## src/design/bhta_ram.sv

```systemverilog
module bhta_ram #(
  parameter int Width = 8,
  parameter int Depth = 16
) (
  input  logic                     clk_i,
  input  logic                     we_i,
  input  logic [$clog2(Depth)-1:0] waddr_i,
  input  logic [Width-1:0]         wdata_i,
  input  logic [$clog2(Depth)-1:0] raddr_i,
  output logic [Width-1:0]         rdata_o
);

  logic [Width-1:0] mem_q [Depth];

  always_ff @(posedge clk_i) begin
    if (we_i) begin
      mem_q[waddr_i] <= wdata_i;
    end
    rdata_o <= mem_q[raddr_i];
  end

endmodule

```

## config.mk

```make
export PLATFORM = sky130hd
export DESIGN_NAME = bhta_ram
export DESIGN_NICKNAME = d
export VERILOG_FILES = /design/src/design/bhta_ram.sv
export SDC_FILE = /design/constraint.sdc
export NUM_CORES = 1
export LEC_CHECK = 0
export ABC_CLOCK_PERIOD_IN_PS = 5200
export BUFFER_PORTS_ARGS = -buffer_cell sky130_fd_sc_hd__buf_2
export CORE_MARGIN = 4
export CORE_UTILIZATION = 65
export CTS_CLUSTER_DIAMETER = 60
export DETAILED_ROUTE_END_ITERATION = 10
export MAX_ROUTING_LAYER = met4
export PLACE_DENSITY = 0.85
export SYNTH_ARGS = -nofsm -noshare
export SYNTH_HDL_FRONTEND = slang
export SYNTH_SLANG_ARGS = --single-unit
export TNS_END_PERCENT = 30
```

## constraint.sdc

```tcl
create_clock -name clk_i -period 5.2 [get_ports clk_i]
set_input_delay 0.52 -clock clk_i [delete_from_list [all_inputs] [get_ports clk_i]]
set_output_delay 0.52 -clock clk_i [all_outputs]
set_load 0.005 [all_outputs]
```

# --- After elaboration in Yosys (flattened, before gate mapping) ---
# Memories as Yosys holds them, arrays and structs flattened. A register that Yosys moved wholly into a read port is not among the register bits.
# Cells that the tools add are included.
totals:
  ff_bits: 0
  memories: 1
  elab_cells: 3
  ramBits: 128
  in_bits: 18
classes:
  mux: 2
memory_table:
  columns: ["name", "depth", "width", "read_ports", "rd_ports_with_merged_regs", "write_ports", "line_no", "source"]
  rows:
  - ["mem_q", 16, 8, 1, 1, 1, "13", "logic [Width-1:0] mem_q [Depth];"]
ops:
  columns: ["operator", "n"]
  rows:
  - ["$mux W1", 2]

# --- Logic depth before layout (Yosys ltp) ---
# Gate-level depths: netlist of the first run.
logic_depth:
  ltp_word: 2
  ltp_mapped: 5
  depth_no_buf: 3

# --- Worst setup path before layout of the first run ---
# Ideal clock, no wire load.
synth_path:
  path_type: "input to register"
  startpoint: "input port waddr_i[2]"
  endpoint: "memory mem_q[0][0], enable pin"
  stages: 2
  setup_ns: 0.383
  required_time_ns: 4.817
  path_slack_ns: 3.187
  path_buffers: 0
  arrival_time_ns: 1.630
  path_cell_list: "or3b_2 -> nor3_1"
synth_rtl:
  columns: ["item", "line_no", "source"]
  rows:
  - ["start: declaration", "7", "input logic [$clog2(Depth)-1:0] waddr_i,"]
  - ["end: declaration", "13", null]
# Straight into the memory's write port.

==> results.md, run 1 <==
* Clock-pin slew on the worst setup and hold paths at 60 ps
* Placed Cells at between 300 and 400
* Synth top area share at 0.747
* GRT Util Overall at 0.242
* R2R Setup Slk at 3770 ps
* Biggest area consumer among synthesized cells: edfxtp_1
* Cells along the critical path: buf_2, mux4_1, a22oi_1, nand2_1
* Via/cell ratio at between 6 and 7
* Worst Setup End Kind: flip-flop
* Largest cells by area after synthesis: edfxtp_1, mux4_2, mux4_1
* Power per cell area at 418 mW/mm²
* FF-to-FF path depth at 3
* Slew HR at 0.201
* Die Y at 97.0 µm
* Final #Nets at between 200 and 300
* DR vias at 2532
* XOR/XNOR Fraction of Synth Area at 0
* Syn Area/Cell at 22.5 µm²
* Synth cell count leaders: edfxtp_1, mux4_2, a22oi_1, mux4_1, nor2_1
* Main combinational cell family by area after synthesis: multiplexers
* Vias in the first global route at approximately 2500
* Largest net degree at the start of global routing at 33
* Postcts setup bufs at 0
* Synth Area in Compound Gates at 0.0233
* Layout Cells excl Fill at ~380
* Type of origin of the critical path: primary input
* Worst setup path class: primary input to flip-flop
* Post-synthesis sequential area ratio at 0.778
* GPL Wtd Cong at 0.754
* Period utilization at 0.387
* Synth Flop Type: edfxtp_1
* Worst IR Drop VDD at 0.256 mV
* Clk Latency, worst-skew pair at 510 ps
* # hold bufs at CTS at 0
* Mux share of post-synthesis cell area at 0.150
* Max-Cap Viols at 0
* Worst-case hold path end point: mem_q[6][5]
* Post-synthesis cell type count at 19
* Layout cell share with drive strength beyond 1 at 0.276
* R2r startpoint: mem_q[9][4]
* Global-route wire length before repair at roughly 16000 µm
* Clk Tree Root Cell: clkbuf_8
* Total Wirelength at 10100 µm
* Routed len/inst at 26.5 µm
* Crit Path Max Fanout at 32
* Core footprint at 0.00773 mm²
* TritonRoute pass-1 iters at 5
* RSZ-0062 raised after global routing: false
* Final HPWL DP at 5800 µm
* Async S/R FF share, synth at 0
* Hold Fails Final Rpt at 0
* Post-synth EDFFs at 128
* Pleak at 1.98 nW
* Fin area at 0.00590 mm²
* CP required at 5570 ps
* Diodes inserted at 0
* DRC at 0
* Post-Syn Nets at 247
* Clock Tree Buf Depth at 2
* Final min period at about 2000 ps
* Starting DRT DRC Count at 231
* Flops & latches, synth at ~140
* Cells after synthesis at roughly 230
* Number of port buffers at 25
* Final count of negative-setup-slack endpoints at 0
* Slew Limit Fails at 0
* CTS buffer count at 17
* Warnings from Yosys at 0
* FMAX at 497 MHz
* Measured slew at the worst slew-check pin at 1190 ps
* WHS Path Cells at 1
* Clock Skews at 6.67 ps
* Outcome: finished clean
* Synth-to-layout area growth at 14.6%
* Global route total overflow at 0
* Slowest stage delay, CP at 740 ps
* Die X at between 90 and 100 µm
* Dpl cell area at 0.00534 mm²
* H-tree levels at 4
* CTS tree: built
* Crit-path slowest cell: buf_2
* DIE AREA at roughly 0.0094 mm²
* IO Count at 26
* Worst R2R End: rdata_o[4]
* # rows at 32
* Synth Area in Adders at 0
* Crit path arrival time at 2380 ps
* Mapped Area at 0.00515 mm²
* Most numerous cell in the Yosys netlist: edfxtp_1
* Post-DRT Antenna Nets at 0
* CTS resizes at 0
* Hold Crit Start: wdata_i[5]
* Post-Synth Simple-Gate Area at 0.0318
* Worst Hold Class: primary input to flip-flop
* Initial antenna violation count at 0
* Total negative slack at 0 ps
* CTS Sinks at approximately 140
* Initial Util at 0.666
-- how the worst max path moves through the flow --
stage	start	end	slack, ps	cells after the start
3_5_place_dp	waddr_i[2]	mem_q[0][0]	2680	3
3_3_place_gp	waddr_i[2]	mem_q[0][0]	2590	3
2_1_floorplan	waddr_i[2]	mem_q[0][0]	3190	2
5_1_grt	raddr_i[0]	rdata_o[4]	3100	4
6_report	raddr_i[0]	rdata_o[4]	3190	4
4_1_cts	raddr_i[0]	rdata_o[4]	3160	4
-- cell usage in the layout (no fill, tap or decap) --
cell	instances
clkbuf_1	2
mux4_1	14
dfxtp_1	8
or3b_2	1
buf_4	3
buf_2	25
nor2_1	13
nand3_1	1
clkinv_2	4
nand2_1	9
bufinv_16	2
and2b_1	1
nor3_1	4
mux4_2	18
clkinv_4	3
clkinvlp_4	3
edfxtp_1	128
nand2b_1	2
clkbuf_8	2
nor2b_1	1
clkbuf_16	16
nand3b_1	2
a22oi_1	16
and2_1	1
-- per-layer routing --
layer / up-vias / track usage / share of wire
met3: 12 / 0.0512 / 0.087
met4: 0 / 0.0713 / 0.010
met2: 156 / 0.377 / 0.53
li1: 1044 / - / -
met1: 1320 / 0.330 / 0.38
met5: - / - / 0
-- report_power, final --
part	total, mW	internal [mW]	switching [mW]
clock network	1.12	0.692	0.429
logic	0.106	0.0439	0.0617
registers	1.24	1.23	0.0107
total	2.46	1.96	0.502
-- per-stage QoR --
step / hold slack [ps] / util / worst slack (ps) / power [mW]
CTS: 371 / 0.764 / 3160 / 2.47
finish: 391 / 0.764 / 3190 / 2.46
global route: 387 / 0.764 / 3100 / 2.54
detailed placement: 652 / 0.691 / 2680 / 1.36
global placement: 641 / 0.691 / 2590 / 1.36
floorplan: 619 / - / 3190 / 1.32
-- worst max-delay path: cells and delay by family --
kind,cells,cell delay (ps)
buf+inv,1,740
mux,1,660
compound gates,1,310
simple gates,1,130
-- flip-flops by register name, indices dropped and copies added, names as in the netlist --
register / flops
rdata_o: 8
mem_q: 128
-- cell type report --
| type | instances | area [µm²] |
|---|---|---|
| clock buffers | 20 | 435 |
| clock inverters | 12 | 129 |
| fillers | 381 | 1830 |
| multi-input cells | 83 | 1060 |
| flip-flops and latches | 136 | 4000 |
| well taps | 102 | 128 |
| repair buffers | 28 | 148 |
-- cells by family after synthesis --
logic type | count (synthesis)
buffers and inverters | 10
AND/OR/NAND/NOR | 35
multiplexers | 32
AO/OA/AOI/OAI | 16
flip-flops | 136
(Power assumes the default switching activity.)
==> inputs of run 2 (changes only) <==
--- a/config.mk
+++ b/config.mk
@@ -5,14 +5,14 @@
 export SDC_FILE = /design/constraint.sdc
 export NUM_CORES = 1
 export LEC_CHECK = 0
-export ABC_CLOCK_PERIOD_IN_PS = 5200
+export ABC_CLOCK_PERIOD_IN_PS = 2100
 export BUFFER_PORTS_ARGS = -buffer_cell sky130_fd_sc_hd__buf_2
 export CORE_MARGIN = 4
-export CORE_UTILIZATION = 65
+export CORE_UTILIZATION = 60
 export CTS_CLUSTER_DIAMETER = 60
 export DETAILED_ROUTE_END_ITERATION = 10
 export MAX_ROUTING_LAYER = met4
-export PLACE_DENSITY = 0.85
+export PLACE_DENSITY = 0.79
 export SYNTH_ARGS = -nofsm -noshare
 export SYNTH_HDL_FRONTEND = slang
 export SYNTH_SLANG_ARGS = --single-unit
==> constraint.sdc (replaced) <==
create_clock -name clk_i -period 2.1 [get_ports clk_i]
set_input_delay 0.21 -clock clk_i [delete_from_list [all_inputs] [get_ports clk_i]]
set_output_delay 0.21 -clock clk_i [all_outputs]
set_load 0.005 [all_outputs]
==> run 2 against run 1 <==
Against the previous run:
- global-route usage fell by 2.6 points
- hold slack got worse by 310 ps
- utilization decreased by 3.6 points
- sequential cell count unchanged
- via count down 4.3%
- largest cell class unchanged
- largest power group unchanged
- cell count grew 5.2%
- first-iteration DRC count increased by 3.9%
- highest routed layer unchanged
- critical path depth decreased by 1
- routed wire length down 8.4%
==> results.md, run 2 (synthesis gave the netlist of run 1 again) <==
* Hold Fails Final Rpt at 0 (unchanged)
* Layout cell share with drive strength beyond 1 at 0.318 (+0.0416)
* Final #Nets at 301 (+6.0%)
* DR vias at 2424 (-4.3%)
* Pleak at 2.07 nW (+4.4%)
* FF-to-FF path depth at 3 (unchanged)
* GPL Wtd Cong at 0.729 (-3.4%)
* Vias in the first global route at 2554 (+2.0%)
* Final min period at 1390 ps
* Crit Path Max Fanout at 1 (-97%)
* Power per cell area at 1000 mW/mm² (+140%)
* Worst Setup End Kind: flip-flop
* Largest regs: mem_q x128, rdata_o x8
* Number of port buffers at 25 (unchanged)
* Total negative slack at 0 ps (unchanged)
* Final HPWL DP at 5810 µm (+0.11%)
* Core footprint at 0.00830 mm² (+7.4%)
* CTS tree: built
* Crit path arrival time at 1800 ps (-580 ps)
* DRC at 0 (unchanged)
* Outcome: finished clean
* CTS Sinks at 136 (unchanged)
* Initial Util at 0.620 (-0.0459)
* # rows at 33 (+3.1%)
* Slew Limit Fails at 0 (unchanged)
* Period utilization at 0.664
* Total Wirelength at 9270 µm (-8.4%)
* IO Count at 26 (unchanged)
* Dpl cell area at 0.00548 mm² (+2.7%)
* Worst IR Drop VDD at 0.703 mV (+170%)
* Die X at 101 µm (+3.7%)
* GRT Util Overall at 0.216 (-0.0257)
* H-tree levels at 4 (unchanged)
* FMAX at 717 MHz
* WHS Path Cells at 1 (unchanged)
* Die Y at 101 µm (+3.7%)
* TritonRoute pass-1 iters at 4 (-1)
* Via/cell ratio at 6.04 (-9.0%)
* Max-Cap Viols at 0 (unchanged)
* Worst setup path class: flip-flop to flip-flop
* Clk Tree Root Cell: clkbuf_8
* CTS resizes at 0 (unchanged)
* R2r startpoint: mem_q[1][2]
* Measured slew at the worst slew-check pin at 632 ps (-557 ps)
* Worst R2R End: rdata_o[2]
* Final count of negative-setup-slack endpoints at 0 (unchanged)
* Clock Skews at 13.8 ps (+7.15 ps)
* RSZ-0062 raised after global routing: false
* Most frequent cells in the layout: edfxtp_1, buf_2, buf_4, mux4_2
* Global route total overflow at 0 (unchanged)
* Filler cells at 455 (+19%)
* Synth-to-layout area growth at 17.2%
* CP required at 2500 ps (-3070 ps)
* Clock-pin slew on the worst setup and hold paths at 60 ps (about the same)
* CTS buffer count at 17 (unchanged)
* Largest net degree at the start of global routing at 33 (unchanged)
* Layout Utilization at 0.727 (-0.0365)
* Fin area at 0.00603 mm² (+2.3%)
* Routed len/inst at 23.1 µm (-13%)
* Starting DRT DRC Count at 240 (+3.9%)
* Hold Crit Start: wdata_i[7]
* Clock Tree Buf Depth at 2 (unchanged)
* Diodes inserted at 0 (unchanged)
* Postcts setup bufs at 0 (unchanged)
* # hold bufs at CTS at 0 (unchanged)
* Worst Hold Class: primary input to flip-flop
* Slew HR at 0.577 (+0.376)
* Max reg flops at 128 (unchanged)
* Initial antenna violation count at 0 (unchanged)
* Type of origin of the critical path: flip-flop
* Reg with most FFs: mem_q
* Clk Latency, worst-skew pair at 520 ps (about the same)
* DIE AREA at 0.0101 mm² (+7.6%)
* Commonest non-fill, non-tap cell in the layout: edfxtp_1
* Worst-case hold path end point: mem_q[10][7]
* Global-route wire length before repair at 14800 µm (-5.3%)
* Post-DRT Antenna Nets at 0 (unchanged)
* R2R Setup Slk at 710 ps (-3060 ps)
## run 2: worst max-delay path by stage
stage	start	cells after the start	end
finish	mem_q[1][2]	3	rdata_o[2]
global placement	raddr_i[0]	5	rdata_o[3]
global route	mem_q[1][2]	3	rdata_o[2]
detailed placement	raddr_i[0]	5	rdata_o[5]
floorplan	waddr_i[2]	2	mem_q[0][0]
CTS	mem_q[1][2]	3	rdata_o[2]
## run 2: critical path, cell delays in order, from the launching register on
cell	delay [ps]
edfxtp_1	400
mux4_1	520
a22oi_1	290
nand2_1	80
## run 2: cell type report
type,instances,area (µm²),share of cell area
clock buffers,19,422,0.0699
clock inverters,13,133,0.0220
multi-input cells,83,1060,0.175
flip-flops and latches,136,4000,0.663
well taps,105,131,0.0218
repair buffers,45,288,0.0477
## run 2: per-layer routing
metal	GRT usage	up-vias	wire [µm]
met5	-	-	0
met4	0.0808	0	45
met3	0.0505	2	768
met2	0.331	122	4710
met1	0.288	1218	3750
li1	-	1082	-
## run 2: metrics by stage
| step | instances | setup WS [ps] | power (mW) | hold slack (ps) |
|---|---|---|---|---|
| 5_1_grt | 401 | 634 | 6.24 | 74.5 |
| 3_3_place_gp | 369 | 449 | 3.37 | 585 |
| 3_5_place_dp | 369 | 437 | 3.38 | 589 |
| 4_1_cts | 401 | 727 | 6.09 | 62.6 |
| 6_report | 401 | 706 | 6.05 | 78.2 |
| 2_1_floorplan | 229 | 397 | 3.26 | 309 |
## run 2: report_power, final
part           switching [mW]  internal, mW
Sequential             0.0175          3.04
Clock                    1.05          1.68
Combinational           0.150         0.120
Total                    1.21          4.83
