$ cat config.mk
export PLATFORM = sky130hd
export DESIGN_NAME = bhta_bucket_sel
export DESIGN_NICKNAME = d
export VERILOG_FILES = /design/src/design/bhta_pkg.sv /design/src/design/bhta_bucket_sel.sv
export SDC_FILE = /design/constraint.sdc
export NUM_CORES = 1
export LEC_CHECK = 0
export ABC_AREA = 1
export CELL_PAD_IN_SITES_DETAIL_PLACEMENT = 1
export CELL_PAD_IN_SITES_GLOBAL_PLACEMENT = 1
export CORE_AREA = 2 2 205 207
export DETAILED_ROUTE_END_ITERATION = 10
export DIE_AREA = 0 0 207 209
export DONT_BUFFER_PORTS = 1
export GPL_TIMING_DRIVEN = 0
export PLACE_DENSITY = 0.35
export SETUP_SLACK_MARGIN = 0.3
export SLEW_MARGIN = 5
export SYNTH_ARGS = -nofsm -noshare
export SYNTH_HDL_FRONTEND = slang
export SYNTH_SLANG_ARGS = --single-unit
$ cat constraint.sdc
create_clock -name vclk -period 5.1
set_input_delay 0 -clock vclk [all_inputs]
set_output_delay 0 -clock vclk [all_outputs]
set_load 0.005 [all_outputs]
$ cat src/design/bhta_pkg.sv
package bhta_pkg;

  localparam int BucketBitsDef = 12;
  localparam int WaysDef       = 4;

  localparam int KeyW     = 64;
  localparam int TagW     = 32;
  localparam int TagLsb   = 32;
  localparam int MoveW    = 32;
  localparam int ScoreW   = 16;
  localparam int DepthW   = 8;
  localparam int KindW    = 2;
  localparam int AgeW     = 16;
  localparam int EvalW    = 16;
  localparam int OccW     = 15;
  localparam int WayCodeW = 3;
  localparam int AgeShift = 9;
  localparam int RankW    = AgeW + AgeShift;

  localparam logic [OccW-1:0] OccMax = '1;

  localparam logic OpProbe = 1'b0;
  localparam logic OpStore = 1'b1;

  typedef struct packed {
    logic [TagW-1:0]   tag;
    logic [MoveW-1:0]  mv;
    logic [ScoreW-1:0] score;
    logic [DepthW-1:0] depth;
    logic [KindW-1:0]  kind;
    logic [AgeW-1:0]   age;
    logic [EvalW-1:0]  eval;
  } entry_t;

  // Outcome of the bucket compare, handed from the selector to the control.
  typedef struct packed {
    logic                hit;
    logic [WayCodeW-1:0] way;
    logic                empty;
    logic                tag_eq;
  } sel_t;

  function automatic logic [RankW-1:0] repl_rank(entry_t e);
    return (RankW'(e.age) << AgeShift) + RankW'(e.depth);
  endfunction

endpackage

$ cat src/design/bhta_bucket_sel.sv
module bhta_bucket_sel #(
  parameter int WAYS = bhta_pkg::WaysDef
) (
  input  bhta_pkg::entry_t [WAYS-1:0] row_i,
  input  logic                        op_i,
  input  logic [bhta_pkg::TagW-1:0]   tag_i,
  output bhta_pkg::sel_t              sel_o
);
  import bhta_pkg::*;

  localparam int WayW = $clog2(WAYS);

  always_comb begin
    logic [RankW-1:0] best_rank;
    logic [WayW-1:0]  idx;
    sel_o     = '0;
    best_rank = repl_rank(row_i[0]);
    if (op_i == OpProbe) begin
      // Walk downward so the lowest matching way wins.
      for (int w = WAYS - 1; w >= 0; w--) begin
        if (row_i[w].tag == tag_i && row_i[w].kind != '0) begin
          sel_o.hit = 1'b1;
          sel_o.way = WayCodeW'(w);
        end
      end
    end else begin
      sel_o.hit = 1'b1;
      // Victim by lowest rank; a strict compare keeps the earliest way on ties.
      for (int w = 1; w < WAYS; w++) begin
        if (repl_rank(row_i[w]) < best_rank) begin
          best_rank = repl_rank(row_i[w]);
          sel_o.way = WayCodeW'(w);
        end
      end
      // An empty or matching way overrides the victim; lowest such way first.
      for (int w = WAYS - 1; w >= 0; w--) begin
        if (row_i[w].kind == '0 || row_i[w].tag == tag_i) begin
          sel_o.way = WayCodeW'(w);
        end
      end
    end
    idx          = sel_o.way[WayW-1:0];
    sel_o.empty  = (row_i[idx].kind == '0);
    sel_o.tag_eq = (row_i[idx].tag == tag_i);
  end

endmodule

# After elaboration in Yosys (flattened, before gate mapping)
# Index checks and enable logic that the tools add are counted.
dict set report classes {
  addsub 4
  n_lt_le_gt_ge 4
  n_eq_ne 5
  n_mux 18
  n_reduce_logical 17
}
# cell count
set op_table {}
lappend op_table {{$bmux W122 S2} 1}
lappend op_table {{$eq A32 B32 Y1} 5}
lappend op_table {{$mux W122} 1}
lappend op_table {{$add A25 B8 Y25} 4}
lappend op_table {{$mux W25} 4}
lappend op_table {{$lt A25 B25 Y1} 3}
lappend op_table {{$mux W4} 5}
lappend op_table {{$mux W3} 6}
lappend op_table {{$logic_not A2 Y1} 5}
lappend op_table {{$reduce_bool A2 Y1} 4}
lappend op_table {{$logic_and A1 B1 Y1} 4}
lappend op_table {{$logic_or A1 B1 Y1} 4}
lappend op_table {{$lt A2 B3 Y1 const B} 1}
lappend op_table {{$mux W1} 1}
dict set report word_totals {
  register_bits 0
  inputBits 521
}

# Longest topological paths before layout
# Gate-level depths: netlist (run 1).
dict set report logic_depth {
  depth_word 17
  depth_mapped 49
  depth_no_buf 45
}

# Least setup slack after synthesis (run 1)
# OpenSTA, ideal clock, no wires.
dict set report synth_timing {
  path_kind {input to output}
  startpoint {input port row_i[31] (netlist name)}
  endpoint {output port sel_o[0] (netlist name)}
  arrival_time_ns 5.097
  setup_slack_ns 0.003
  cell_stages 45
  path_buffers 5
  cell_sequence {inv_1 ha_1 nand2_1 nor2_2 nand4_1 nor2_1 nand2_1 nand3_2 clkbuf_1 clkbuf_1 o21ai_0 ha_1 nand2_1 inv_1 nand3_1 nor3_1 and3_1 nand2_1 [9 not listed] a211oi_1 nand2_1 nand2_1 nand2_1 nand2_1 nand2_1 nand2_2 nand2_4 nand2_4 buf_4 nand3_1 nand2_1 nand2_1 nand2_1 nand3_1 nor2_1 nand3_1 nor2_1}
}
# item line
set synth_rtl {}
lappend synth_rtl {{from (decl)} bhta_bucket_sel.sv:4} ;# input bhta_pkg::entry_t [WAYS-1:0] row_i,
lappend synth_rtl {{to (decl)} bhta_bucket_sel.sv:7} ;# output bhta_pkg::sel_t sel_o

==> qor_table.md, run 1 <==
| Item | Value |
| --- | --- |
| Status | finished with violations |
| Violated checks | setup timing |
| Max-cap violations | 0 |
| Detailed-route via count | 6,060 |
| Number of search-and-repair iterations in the first detailed-routing pass | 4 |
| Final setup violating endpoints | 2 |
| Seq Cell Count | 0 |
| Routed wire length per instance | 20.4 um |
| Ratio of cells with drive above 1 in the final layout | 0.207 |
| Worst setup slack after placement | -2320 ps |
| Worst vdd ir | 0.0000387 V |
| Global-route wire length before repair | 42.6 mm |
| Unrepaired setup endpoints after global routing | true |
| Data arrival time at the worst-slack endpoint | 5640 ps |
| Number of different library cells in the post-synthesis netlist | 43 |
| Area Overhead vs Synth | 39.4% |
| Min-Delay Path Class | primary input to output pin |
| Worst setup EP type | output pin |
| Worst setup startpoint | row_i[31] |
| Final Cell Area | 7040 um^2 |
| Slew margin rel. | 0.541 |
| Remaining antenna violation count | 0 |
| Die X | 207 um |
| Peak per-stage delay on the critical path | 430 ps |
| Final worst slack | -535 ps |
| Input/output buffers | 0 |
| Static leakage | 3.10 nW |
| Synthesis warning total | 0 |
| Initial antenna violation count | 1 |
| Worst EP required | 5100 ps |
| Most common cell in the synthesized netlist | nand2_1 |
| Via count normalized by instance count | 4.12 |
| Largest fanout on the critical path | 10 |
| Leading area contributor after synthesis | nand2_1 |
| Share of the synthesized area in the top cell type | 0.201 |
| Number of global-route vias before repair | 6,570 |
| Die Height | 209 um |
| Die Area | 43,300 um^2 |
| Maximum number of pins on one net before global-route repair | 11 |
| Number of nets produced by synthesis | 1,478 |
| Avg Synthesized Cell Area | 5.69 um^2 |
| Number of rows created at floorplan | 75 |
| Post-route DRC | 0 |
| Most area-consuming cells after synthesis | nand2_1, ha_1, xor2_1 |
| Crit-path slowest cell | or3_4 |
| Final Max Tran Viols | 0 |
| Syn Std Cell Area | 5050 um^2 |
| Final critical-path required period | 5640 ps |
| FMAX | 177 MHz |
| FF+latch area | 0 um^2 |
| Effective utilization at floorplan | 0.122 |
| All-Layer GR Usage | 0.131 |
| List of most frequent post-synthesis cells | nand2_1, nand3_1, xor2_1 |
| Placer's final routability congestion estimate | 0.836 |
| Total buffers and inverters traversed by the critical path | 8 |
| Endpoints failing hold | 0 |
| Power density over the cells | 141 nW/um^2 |
| Detailed Route Iter0 Violations | 141 |
| Sum of routed wire length over all layers | 30.1 mm |
| Total half-perimeter wirelength after legalization and detailed placement | 26.2 mm |
| Fraction of the cycle the final worst path needs | 1.10 |
| Startpoint of the worst hold path | op_i |
| Most common cell on crit path | nand2_2 |
| CP Class | primary input to output pin |
| Post-Synthesis Cells | 888 |
| Transition time at the pin with the least slew margin | 683 ps |
| Clkbuf count | 0 |
| IO Pins | 527 |
| Startpoint Class | primary input |
| Count of hold buffers inserted by post-cts repair | 0 |
| Core Box Area | 41,300 um^2 |
| Family of cells with the greatest summed delay on the critical path | simple AND/OR/NAND/NOR gates |
| Final Net Count | 1,523 |
| Overflow left after global routing | 0 |
| Standard cell area after detailed placement | 5740 um^2 |
| Share of synthesized area occupied by flip-flops and latches | 0 |
[final timing paths]
kind              cells after the start  slack, ps       end
setup / recovery                     42       -540  sel_o[0]
hold / removal                        2        200  sel_o[5]
[metrics by stage]
| step | total power, mW | utilization | std cells | TNS, ps | hold slack (ps) |
|---|---|---|---|---|---|
| 2_1_floorplan | 0.485 | - | 888 | 0 | 88.5 |
| 3_3_place_gp | 0.708 | 0.139 | 1427 | -6690 | 213 |
| 3_5_place_dp | 0.715 | 0.139 | 1427 | -6980 | 217 |
| 4_1_cts | 0.920 | 0.161 | 1464 | -1050 | 217 |
| 5_1_grt | 1.11 | 0.171 | 1470 | -1860 | 234 |
| 6_report | 0.995 | 0.171 | 1471 | -838 | 202 |
[cells by family after synthesis]
group / synth area share
compound gates: 0.122
xor+xnor: 0.184
fa+ha+maj: 0.171
buf+inv: 0.0874
other cells: 0.000742
simple gates: 0.436
[area by class of cell]
class / count / area [um^2]
Buffer: 28 / 405
Tap cell: 539 / 674
Timing Repair Buffer: 43 / 439
Fill cell: 5111 / 34200
Antenna cell: 1 / 2.50
Multi-Input combinational cell: 783 / 5210
Inverter: 77 / 309
[what timing repair did]
item / CTS / global route
setup buffers: 30 / 5
gates cloned: 7 / 1
pin swaps: 36 / 48
endpoints found under the setup margin: 4 / 4
resized for setup: 138 / 76
[power breakdown]
group / total, mW / internal (mW) / switching, mW
logic: 0.995 / 0.434 / 0.561
registers: 0 / 0 / 0
clock network: 0.0000000262 / 0.0000000262 / 0
[routing by layer]
metal / wire (um) / track usage
met5: 0 / 0
met2: 15200 / 0.242
met3: 1840 / 0.0260
met1: 12700 / 0.161
met4: 333 / 0.0103
[cell usage in the layout, fill, tap and decap left out, types with 4 or more instances in the layout]
cell / netlist / final
nand2_1: 271 / 249
xor2_1: 83 / 83
nand3_1: 85 / 77
inv_1: 76 / 70
nor2_1: 65 / 56
ha_1: 69 / 56
buf_4: 2 / 34
o21ai_0: 54 / 23
xnor2_1: 23 / 23
nor4_1: 20 / 20
nand2_2: 2 / 18
o21ai_2: 0 / 17
a21oi_1: 29 / 16
nand4_1: 15 / 15
a21oi_2: 0 / 13
o21ai_1: 3 / 12
ha_4: 0 / 12
or2_2: 10 / 10
clkbuf_16: 0 / 9
nor3_1: 11 / 9
nor2_2: 1 / 8
buf_12: 0 / 7
nand2_4: 2 / 6
o21ai_4: 1 / 6
clkbuf_8: 0 / 6
nand3_2: 2 / 6
nand3b_1: 5 / 5
nand3_4: 0 / 4
buf_2: 8 / 4
clkbuf_1: 14 / 4
clkinvlp_4: 0 / 4
Power figures use the tool's default switching activity.
==> run 2, diff against run 1 <==
--- a/config.mk
+++ b/config.mk
@@ -6,14 +6,12 @@
 export NUM_CORES = 1
 export LEC_CHECK = 0
 export ABC_AREA = 1
-export CELL_PAD_IN_SITES_DETAIL_PLACEMENT = 1
-export CELL_PAD_IN_SITES_GLOBAL_PLACEMENT = 1
-export CORE_AREA = 2 2 205 207
+export CORE_AREA = 2 2 207 209
 export DETAILED_ROUTE_END_ITERATION = 10
-export DIE_AREA = 0 0 207 209
+export DIE_AREA = 0 0 209 211
 export DONT_BUFFER_PORTS = 1
 export GPL_TIMING_DRIVEN = 0
-export PLACE_DENSITY = 0.35
+export PLACE_DENSITY = 0.3
 export SETUP_SLACK_MARGIN = 0.3
 export SLEW_MARGIN = 5
 export SYNTH_ARGS = -nofsm -noshare
==> qor_table.md, run 2 (same netlist as run 1, synthesis figures left out) <==
| Item | Value |
| --- | --- |
| Status | finished with violations |
| Violated checks | setup timing |
| Clkbuf count | 0 |
| Fraction of the cycle the final worst path needs | 1.09 |
| Max-cap violations | 0 |
| Final Max Tran Viols | 0 |
| Transition time at the pin with the least slew margin | 740 ps |
| Remaining antenna violation count | 0 |
| End-of-flow core utilization | 0.175 |
| Family of cells with the greatest summed delay on the critical path | simple AND/OR/NAND/NOR gates |
| Ratio of cells with drive above 1 in the final layout | 0.229 |
| Initial antenna violation count | 3 |
| Crit-path slowest cell | or3_4 |
| Power density over the cells | 142 nW/um^2 |
| Total buffers and inverters traversed by the critical path | 17 |
| Unrepaired setup endpoints after global routing | true |
| Core Box Area | 41,800 um^2 |
| Peak per-stage delay on the critical path | 420 ps |
| Commonest non-fill, non-tap cells in the layout | nand2_1, xor2_1, nand3_1 |
| Seq Cell Count | 0 |
| Post-Route M1 WL | 13.2 mm |
| Accumulated negative setup slack | -926 ps |
| Antenna diode instance count | 0 |
| Maximum number of pins on one net before global-route repair | 11 |
| Worst EP required | 5100 ps |
| Final setup violating endpoints | 2 |
| Die X | 209 um |
| FMAX | 179 MHz |
| Final worst slack | -482 ps |
| Worst vdd ir | 0.0000333 V |
| FF+latch area | 0 um^2 |
| Routed length on met2 | 14.8 mm |
| Routed wire length per instance | 20.6 um |
| Data arrival time at the worst-slack endpoint | 5580 ps |
| Input/output buffers | 0 |
| Die Area | 44,100 um^2 |
| Number of rows created at floorplan | 75 |
| Count of hold buffers inserted by post-cts repair | 0 |
| Total length of routed met3 wires | 1.88 mm |
| Effective utilization at floorplan | 0.121 |
| Static leakage | 3.18 nW |
| Slew margin rel. | 0.502 |
| CP Class | primary input to output pin |
| Uppermost signal routing layer after detailed routing | met5 |
| Post-route DRC | 0 |
| Number of search-and-repair iterations in the first detailed-routing pass | 4 |
| Standard cell area after detailed placement | 5740 um^2 |
| Die Height | 211 um |
| Final Cell Area | 7310 um^2 |
| Min-Delay Path Class | primary input to output pin |
| Via count normalized by instance count | 4.14 |
| Overflow left after global routing | 0 |
| Total half-perimeter wirelength after legalization and detailed placement | 26.2 mm |
| Number of fill cells in the layout | 4,833 |
| Detailed Route Iter0 Violations | 310 |
| Worst setup slack after placement | -2110 ps |
| Most common cell on crit path | buf_4 |
| Sum of routed wire length over all layers | 30.3 mm |
| All-Layer GR Usage | 0.132 |
| Final critical-path required period | 5580 ps |
| IO Pins | 527 |
| Placer's final routability congestion estimate | 0.830 |
| Global-route wire length before repair | 42.7 mm |
| Area Overhead vs Synth | 44.6% |
| Final Net Count | 1,529 |
| Most common library cell in the layout ignoring fill and taps | nand2_1 |
| Startpoint Class | primary input |
| Largest fanout on the critical path | 6 |
| Number of global-route vias before repair | 6,521 |
| Detailed-route via count | 6,113 |
| Worst setup EP type | output pin |
| Endpoints failing hold | 0 |
-- run 2: area by class of cell --
| class | instances | area, um^2 | area share |
|---|---|---|---|
| multi-input combinational | 783 | 5390 | 0.737 |
| timing repair buffer | 49 | 517 | 0.0707 |
| inverter | 77 | 322 | 0.0440 |
| tap | 539 | 674 | 0.0923 |
| buffer | 28 | 408 | 0.0558 |
-- run 2: timing repair --
item,in CTS,in global routing
setup buffers,38,4
gates resized for setup,172,91
endpoints found under the hold margin,0,0
cloned,4,3
pin swaps,48,50
endpoints found under the setup margin,4,4
-- run 2: worst paths after layout --
| check | from | to | cells past startpoint |
|---|---|---|---|
| setup / recovery | row_i[31] | sel_o[0] | 45 |
| hold / removal | op_i | sel_o[5] | 2 |
-- run 2: per-layer routing --
| layer | vias up | GRT usage |
|---|---|---|
| li1 | 3057 | - |
| met1 | 2825 | 0.163 |
| met2 | 201 | 0.237 |
| met3 | 26 | 0.0280 |
| met4 | 4 | 0.0195 |
| met5 | - | 0 |
-- run 2: power by group --
group | switching [mW] | leakage [nW] | internal [mW]
registers | 0 | 0 | 0
clock network | 0 | 0 | 0
logic | 0.570 | 3.18 | 0.471
total | 0.570 | 3.18 | 0.471
-- run 2: stage by stage --
stage	hold WS [ps]	power, mW	instances
finish	234	1.04	1476
global route	223	1.16	1476
CTS	215	0.945	1469
detailed placement	215	0.705	1427
global placement	208	0.701	1427
floorplan	88.5	0.485	888
==> run 3, diff against run 2 <==
--- a/config.mk
+++ b/config.mk
@@ -5,11 +5,12 @@
 export SDC_FILE = /design/constraint.sdc
 export NUM_CORES = 1
 export LEC_CHECK = 0
-export ABC_AREA = 1
-export CORE_AREA = 2 2 207 209
+export CAP_MARGIN = 20
+export CORE_AREA = 2 2 202 204
 export DETAILED_ROUTE_END_ITERATION = 10
-export DIE_AREA = 0 0 209 211
+export DIE_AREA = 0 0 204 206
 export DONT_BUFFER_PORTS = 1
+export GPL_ROUTABILITY_DRIVEN = 0
 export GPL_TIMING_DRIVEN = 0
 export PLACE_DENSITY = 0.3
 export SETUP_SLACK_MARGIN = 0.3
==> qor_table.md, run 3 <==
| Item | Value |
| --- | --- |
| Slew margin rel. | 0.516 |
| Detailed-route via count | 5,491 |
| Violated checks | setup timing |
| Largest fanout on the critical path | 10 |
| Leading area contributor after synthesis | ha_1 |
| CP Class | primary input to output pin |
| Worst EP required | 5100 ps |
| Startpoint Class | primary input |
| Worst Hold End | sel_o[1] |
| Unrepaired setup endpoints after global routing | true |
| Initial antenna violation count | 0 |
| FMAX | 148 MHz |
| Via count normalized by instance count | 4.21 |
| Most heavily used metal layer in global routing | met2 |
| Transition time at the pin with the least slew margin | 720 ps |
| Global-route wire length before repair | 36.7 mm |
| Final critical-path required period | 6740 ps |
| Count of hold buffers inserted by post-cts repair | 0 |
| Die X | 204 um |
| Endpoints failing hold | 0 |
| Min-Delay Path Class | primary input to output pin |
| Number of fill cells in the layout | 4,597 |
| Final setup violating endpoints | 4 |
| Most common library cell in the layout ignoring fill and taps | xnor2_1 |
| Fraction of synthesized area in multiplexers | 0.0610 |
| Adder-Cell Fraction of Synth Area | 0.169 |
| Avg Synthesized Cell Area | 7.11 um^2 |
| Detailed Route Iter0 Violations | 164 |
| Number of search-and-repair iterations in the first detailed-routing pass | 4 |
| Crit-path slowest cell | nor4_4 |
| Final Max Tran Viols | 0 |
| Synthesized-area fraction occupied by and/or/nand/nor cells | 0.261 |
| Antenna diode instance count | 0 |
| All-Layer GR Usage | 0.118 |
| Fraction of the cycle the final worst path needs | 1.32 |
| Worst setup EP type | output pin |
| Synthesis warning total | 0 |
| Number of nets produced by synthesis | 1,308 |
| Clkbuf count | 0 |
| Final worst slack | -1640 ps |
| Share of the synthesized area in the top cell type | 0.169 |
| Area Overhead vs Synth | 44.6% |
| Static leakage | 2.65 nW |
| Final Net Count | 1,365 |
| Worst vdd ir | 0.0000354 V |
| Final Cell Area | 7380 um^2 |
| Syn Std Cell Area | 5100 um^2 |
| Sum of routed wire length over all layers | 26.4 mm |
| Number of global-route vias before repair | 5,781 |
| Global routing usage on met3 | 0.0418 |
| Startpoint of the worst hold path | row_i[277] |
| Most common cell in the synthesized netlist | xnor2_1 |
| Share of synthesized area occupied by flip-flops and latches | 0 |
| Post-route DRC | 0 |
| Routing usage on met2 | 0.222 |
| Commonest non-fill, non-tap cells in the layout | xnor2_1, inv_1, ha_1 |
| Maximum number of pins on one net before global-route repair | 11 |
| Post-Synthesis Cells | 718 |
| Main combinational cell family by area after synthesis | simple AND/OR/NAND/NOR gates |
| Xor and xnor area share after synthesis | 0.223 |
| Overflow left after global routing | 0 |
| Input/output buffers | 0 |
| FF+latch area | 0 um^2 |
| Number of different library cells in the post-synthesis netlist | 64 |
| Number of rows created at floorplan | 74 |
| Most area-consuming cells after synthesis | ha_1, xnor2_1, xor2_1 |
| Total half-perimeter wirelength after legalization and detailed placement | 23.2 mm |
| Accumulated negative setup slack | -4640 ps |
| Remaining antenna violation count | 0 |
| Seq Cell Count | 0 |
| Die Area | 42,000 um^2 |
| List of most frequent post-synthesis cells | xnor2_1, ha_1, inv_1 |
| IO Pins | 527 |
| Status | finished with violations |
| Fin cells | 1,305 |
| Die Height | 206 um |
| Instance count along the most critical hold path | 3 |
| Peak per-stage delay on the critical path | 390 ps |
| Worst setup slack after placement | -2930 ps |
| Met1 global-route usage | 0.131 |
| Routed wire length per instance | 20.3 um |
| Max-cap violations | 0 |
| Standard cell area after detailed placement | 6090 um^2 |
| Effective utilization at floorplan | 0.127 |
| Data arrival time at the worst-slack endpoint | 6740 ps |
| Area fraction in compound gates after synthesis | 0.203 |
| Placed cell count | 1,250 |
| Power density over the cells | 142 nW/um^2 |
| Core Box Area | 40,200 um^2 |
| Ratio of cells with drive above 1 in the final layout | 0.304 |
| Most common cell on crit path | buf_6 |
==> run 3: cell count changes in the layout (fill, tap and decap cells not counted), moves of 14 or more <==
cell and change:
xnor2_1 +69, nand2_2 -18, mux2_2 +14, nand2b_1 +18, inv_1 -23, nand3_1 -47
nor2_1 -16, nand4_1 +21, nand2_1 -219, nor2b_1 +14, xor2_1 -49
==> run 3: final cells by class <==
| class | count | area [um^2] | area share |
|---|---|---|---|
| timing repair buffer | 55 | 517 | 0.0700 |
| tap | 532 | 666 | 0.0902 |
| buffer | 39 | 437 | 0.0592 |
| inverter | 54 | 226 | 0.0307 |
| multi-input combinational | 625 | 5530 | 0.750 |
==> run 3: critical path, delay by kind of cell <==
kind | cells | cell delay, ps
AO/OA/AOI/OAI | 13 | 1890
adder cells (fa/ha/maj) | 3 | 800
buffers and inverters | 11 | 1550
multiplexers | 1 | 320
AND/OR/NAND/NOR | 10 | 2160
==> run 3: how the worst max path moves through the flow <==
stage / from / to / slack [ps] / cells past startpoint
2_1_floorplan: row_i[144] / sel_o[0] / -700 / 33
3_3_place_gp: row_i[30] / sel_o[0] / -2950 / 33
3_5_place_dp: row_i[30] / sel_o[0] / -2930 / 33
4_1_cts: row_i[27] / sel_o[0] / -1770 / 37
5_1_grt: row_i[29] / sel_o[0] / -2020 / 37
6_report: row_i[29] / sel_o[0] / -1640 / 38
==> run 3: timing repair <==
item / 4_1_cts / 5_1_grt
cloned: 2 / 3
endpoints found under the setup margin: 4 / 4
buffers inserted: 28 / 22
gates resized for setup: 91 / 57
pin swaps: 44 / 45
==> run 3: report_power, final <==
group / switching (mW) / total (mW) / leakage, nW / internal, mW
clock network: 0 / 0 / 0 / 0
registers: 0 / 0 / 0 / 0
logic: 0.502 / 1.05 / 2.65 / 0.546
total: 0.502 / 1.05 / 2.65 / 0.546
==> run 3: cell families (layout without fill, tap and decap cells) <==
kind of cell / Yosys count / count (layout)
AOI/OAI and AO/OA: 161 / 161
xor gates and xnor gates: 128 / 128
adders and majority gates: 69 / 69
buffers and inverters: 93 / 148
muxes: 27 / 27
other: 1 / 1
and+or+nand+nor: 239 / 239
==> run 3: per-layer routing <==
metal | vias up | share of wire
li1 | 2707 | -
met1 | 2555 | 0.38
met2 | 221 | 0.51
met3 | 8 | 0.10
met4 | 0 | 0.0054
met5 | - | 0
==> run 3: per-stage QoR <==
stage,utilization,hold WS [ps],power [mW]
after floorplan,-,167,0.580
after global placement,0.151,249,0.772
after detailed placement,0.151,243,0.769
after CTS,0.171,243,0.932
after global routing,0.184,268,1.15
final,0.184,230,1.05
